<file path="config.mk">
export PLATFORM = sky130hd
export DESIGN_NAME = pldu_div
export DESIGN_NICKNAME = d
export VERILOG_FILES = /design/src/hw/rtl/permutation_linkage_distance_update_core_assert.svh /design/src/hw/rtl/pldu_pkg.sv /design/src/hw/rtl/pldu_div.sv
export SDC_FILE = /design/constraint.sdc
export NUM_CORES = 1
export LEC_CHECK = 0
export BUFFER_PORTS_ARGS = -buffer_cell sky130_fd_sc_hd__buf_2
export CORE_ASPECT_RATIO = 2
export CORE_MARGIN = 8
export CORE_UTILIZATION = 43
export DETAILED_ROUTE_END_ITERATION = 7
export GPL_ROUTABILITY_DRIVEN = 0
export PLACE_DENSITY = 0.76
export SLEW_MARGIN = 20
export SYNTH_ARGS = -nofsm -noshare
export SYNTH_HDL_FRONTEND = slang
export SYNTH_SLANG_ARGS = --single-unit
</file>
<file path="constraint.sdc">
create_clock -name clk -period 5 [get_ports clk]
set_input_delay 0.25 -clock clk [delete_from_list [all_inputs] [get_ports clk]]
set_output_delay 0.25 -clock clk [all_outputs]
set_load 0.005 [all_outputs]
</file>
<file path="src/hw/rtl/permutation_linkage_distance_update_core_assert.svh">
// Assertion macros for the pair linkage distance core.
// Expects clk and rst_n in the scope of each use.
`ifndef PERMUTATION_LINKAGE_DISTANCE_UPDATE_CORE_ASSERT_SVH
`define PERMUTATION_LINKAGE_DISTANCE_UPDATE_CORE_ASSERT_SVH
`ifndef ASSERT_OFF
`define ASSERT_ALWAYS(label, cond) \
  label: assert property (@(posedge clk) disable iff (!rst_n) (cond)) \
    else $error("assertion failed");
`define ASSERT_IMPLIES(label, ante, cons) \
  label: assert property (@(posedge clk) disable iff (!rst_n) (ante) |-> (cons)) \
    else $error("assertion failed");
`else
`define ASSERT_ALWAYS(label, cond)
`define ASSERT_IMPLIES(label, ante, cons)
`endif
`endif

</file>
<file path="src/hw/rtl/pldu_pkg.sv">
// Shared types and constants of the pair linkage distance core.
// No dependencies.
package pldu_pkg;

  localparam int MAX_GENES_DEF = 64;
  localparam int KEY_BITS_DEF  = 16;
  localparam int ETB_DEF       = 10;

  localparam int KEY_IN_W   = 16;
  localparam int POP_W      = 16;
  localparam int GENE_IDX_W = 6;
  localparam int DIST_W     = 17;
  localparam int CNT_W      = 7;
  localparam int ORDER_W    = 16;
  localparam int SQ_SUM_W   = 48;
  localparam int DIV_W      = 48;

  localparam logic [DIST_W-1:0] Q16_ONE = 17'h10000;

  typedef struct packed {
    logic [KEY_IN_W-1:0] gene_key;
    logic [POP_W-1:0]    population_size;
  } in_item_t;

  typedef struct packed {
    logic [GENE_IDX_W-1:0] first_gene;
    logic [GENE_IDX_W-1:0] second_gene;
    logic [DIST_W-1:0]     distance;
    logic                  last_of_run;
  } out_item_t;

  typedef struct packed {
    logic             start;
    logic [DIV_W-1:0] dividend;
    logic [POP_W-1:0] divisor;
  } div_req_t;

  typedef struct packed {
    logic             busy;
    logic             done;
    logic [DIV_W-1:0] quotient;
  } div_rsp_t;

endpackage

</file>
<file path="src/hw/rtl/pldu_div.sv">
// Restoring divider, one quotient bit per cycle.
// Depends on pldu_pkg for the request and response structs.
module pldu_div (
  input  logic                clk,
  input  logic                rst_n,
  input  pldu_pkg::div_req_t  req,
  output pldu_pkg::div_rsp_t  rsp
);

  localparam int CNT_DW = $clog2(pldu_pkg::DIV_W);

  logic [pldu_pkg::DIV_W-1:0] quo_r, quo_nxt;
  logic [pldu_pkg::POP_W-1:0] rem_r, rem_nxt, dvs_r;
  logic [pldu_pkg::POP_W:0]   trial, trial_sub;
  logic [CNT_DW-1:0]          cnt_r;
  logic                       busy_r, done_r, ge;

  always_comb begin
    trial     = {rem_r, quo_r[pldu_pkg::DIV_W-1]};
    trial_sub = trial - {1'b0, dvs_r};
    ge        = trial >= {1'b0, dvs_r};
    rem_nxt   = ge ? trial_sub[pldu_pkg::POP_W-1:0] : trial[pldu_pkg::POP_W-1:0];
    quo_nxt   = {quo_r[pldu_pkg::DIV_W-2:0], ge};
  end

  always_ff @(posedge clk) begin
    if (!rst_n) begin
      busy_r <= 1'b0;
      done_r <= 1'b0;
    end else begin
      done_r <= 1'b0;
      if (req.start) begin
        busy_r <= 1'b1;
        quo_r  <= req.dividend;
        rem_r  <= '0;
        dvs_r  <= req.divisor;
        cnt_r  <= CNT_DW'(pldu_pkg::DIV_W - 1);
      end else if (busy_r) begin
        quo_r <= quo_nxt;
        rem_r <= rem_nxt;
        if (cnt_r == '0) begin
          busy_r <= 1'b0;
          done_r <= 1'b1;
        end else begin
          cnt_r <= cnt_r - 1'b1;
        end
      end
    end
  end

  assign rsp.busy     = busy_r;
  assign rsp.done     = done_r;
  assign rsp.quotient = quo_r;

endmodule

</file>
==> run_results.csv <==
group,metric,value,unit
timing,worst_hold_slack,0.08450,ns
synth,syn_inst,353,
cts,post_cts_resized,0,
global_routing,grt_pass1_wl,17440,um
die,die_y,162.4,um
timing,fin_crit_sh,0.6368,
timing,min_period,3.184,ns
synth,yosysTopAreaCell,"edfxtp_1",
synth,synth_seq_cells,88,
synth,synth-edff-count,86,
critical_path,r2r-start,"rem_r[7]",
synth,seq_area_frac_synth,0.5691,
synth,async_reset_ff_frac,0,
cts,cts_setup_buffers,0,
hold_path,hold_path_class,"primary input to flop",
cts,cts_hold_buf,0,
die,fp.dieW,89.20,um
cts,cts_inserted_buffers,9,
synth,syn_nets,439,
timing,rsz0062_at_grt,"no",
timing,setup_viol,0,
run_status,status,"finished clean",
cts,clk_latency,0.34,ns
synth,synthTopCellsByArea,"edfxtp_1 56%, mux2_2 12%, ha_1 4.9%, a21oi_1 2.0%, inv_1 1.9%",
timing,clock.fmax,314.1,MHz
critical_path,reg2reg_depth,7,
critical_path,cp-start-kind,"flop",
power_and_ir_drop,powerDensity,377.2,nW/um^2
layout,drive_gt1_frac,0.4076,
placed_design,portBuffers,116,
timing,drv_slew,0,
layout,nFillCells,935,
synth,synth_commonest_cells,"86 x edfxtp_1, 48 x mux2_2, 23 x inv_1",
hold_path,hold_start,"req[2]",
critical_path,crit_type,"flop to flop",
die,row_count,53,
synth,syn_avg_cell_area,13.05,um^2
critical_path,cp_max_fo,24,
die,core_area,10480,um^2
routing,firstDrtPassIters,4,
flow_run,cap_violations,0,
synth,synth_top_area_frac,0.5604,
power_and_ir_drop,p_leak,2.289,nW
die,die_area,14490,um^2
routing,drc,0,
critical_path,r2r_slack,1.82,ns
synth,netlist_area,4608,um^2
layout,area.growth.synth_to_final,22.73,%
timing,worst_clock_skew,0.005987,ns
synth,yosysUniqueCellTypes,51,
cts,cts-root-buf,"clkbuf_16",
routing,drtIter0Drc,238,
layout,nets,553,
synth,synth_most_common_cell,"edfxtp_1",
global_routing,antenna_found_initial,1,
timing,worst_pin_slew,0.9603,ns
placed_design,dp_hpwl,7957,um
timing,finalHoldViolations,0,
synth,synth_flop_cell,"edfxtp_1",
die,top_level_ports,117,
routing,routedWlPerCell,17.98,um
cts,htreeDepth,3,
cts,clkTransAtPathRegs,0.07,ns
hold_path,min_to,"dvs_r[2]",
power_and_ir_drop,ir_drop,0.2270,mV
synth,ys_warn_count,0,
routing,vias_per_cell,5.297,
critical_path,worst_setup_path_end_kind,"flop",
global_routing,track_usage,0.1579,
timing,slew_headroom,0.3598,
routing,drt_wl_total,10950,um
timing,tns,0,ns
cts,cts.sinks,88,
routing,vias,3226,
routing,drtAntennaViolNets,0,
cts,cts_tree,"done",
cts,clockBufferDepth,2,
hold_path,worstHoldPathCells,1,
global_routing,grt_max_degree,72,
critical_path,crit_arrival,3.24,ns
critical_path,crit_required,5.06,ns
global_routing,grt_overflow,0,
die,start_util,0.4398,
critical_path,regToRegEndpoint,"rem_r[6]",
global_routing,grt_pass1_vias,3494,
## power breakdown
| group | switching [mW] | internal, mW | total, mW |
|---|---|---|---|
| Combinational | 0.223 | 0.181 | 0.403 |
| Sequential | 0.0267 | 0.884 | 0.911 |
| Clock | 0.281 | 0.538 | 0.819 |
## final cells by class
class                   instances  area [um^2]  area share
clock buffers                  10        229.0     0.04049
well taps                     137        171.4     0.03031
clock inverters                 5        128.9     0.02279
inverters                      23        86.33     0.01527
flip-flops and latches         88         2623      0.4637
repair buffers                118        595.6      0.1053
diodes                          1        2.502   0.0004425
multi-input cells             227         1819      0.3217
## metal layers
metal | part of all wire | global-route usage | up-vias
met2 | 0.55 | 0.2758 | 121
li1 | - | - | 1548
met5 | 0 | 0 | -
met4 | 0.022 | 0.07399 | 0
met3 | 0.073 | 0.05915 | 21
met1 | 0.36 | 0.1577 | 1536
## per-stage QoR
step | std cells | util | worst slack (ns) | power [mW] | area [um^2]
after floorplan | 353 | - | 2.275 | 1.211 | 4608
after global placement | 593 | 0.5054 | 2.068 | 1.310 | 5295
after detailed placement | 593 | 0.5054 | 1.961 | 1.323 | 5295
after CTS | 608 | 0.5395 | 1.886 | 2.137 | 5653
after global routing | 609 | 0.5398 | 1.590 | 2.213 | 5655
final | 609 | 0.5398 | 1.816 | 2.133 | 5655
## cell usage in the layout, fill, tap and decap left out, drive strengths merged, types with 5 or more instances in the layout
master  synthesis  routed
mux2           48      48
nor2           18      18
inv            23      24
edfxtp         86      86
clkbuf         11      10
o21a            8       8
nand2b         14      14
nand2          14      14
ha             18      18
nand3           6       6
xnor2           5       5
nor3           10      10
mux2i           5       5
o21ai          12      12
a211oi          5       5
a21oi          18      18
buf             4     118
xor2            5       5
## cell families after synthesis
kind of cell	synth area share
AOI/OAI and AO/OA	0.09965
xor gates and xnor gates	0.01901
adders and majority gates	0.05322
buffers and inverters	0.03638
DFF	0.5691
muxes	0.1282
and+or+nand+nor	0.09449
## registers in the layout (all words and copies together), names as in the netlist
name and cells:
quo_r 48, dvs_r 16, rem_r 16, cnt_r 6, busy_r 1, done_r 1
## worst max path at each step
stage | startpoint | endpoint | cells past startpoint
6_report | rem_r[7] | rem_r[6] | 7
5_1_grt | rem_r[7] | rem_r[14] | 7
4_1_cts | rem_r[7] | rem_r[6] | 7
3_5_place_dp | rem_r[7] | rem_r[6] | 7
3_3_place_gp | rem_r[0] | rem_r[6] | 7
2_1_floorplan | req[64] | cnt_r[0] | 3
## worst max-delay path, stage by stage (launching register included)
cell and delay, ns:
edfxtp_1 0.39, ha_1 0.42, nand2_1 0.15, o21ai_0 0.44, or2b_1 0.35, a31oi_4 0.71, mux2i_1 0.37, nor2_1 0.07
Note: power is estimated with default switching activity, not from simulation.
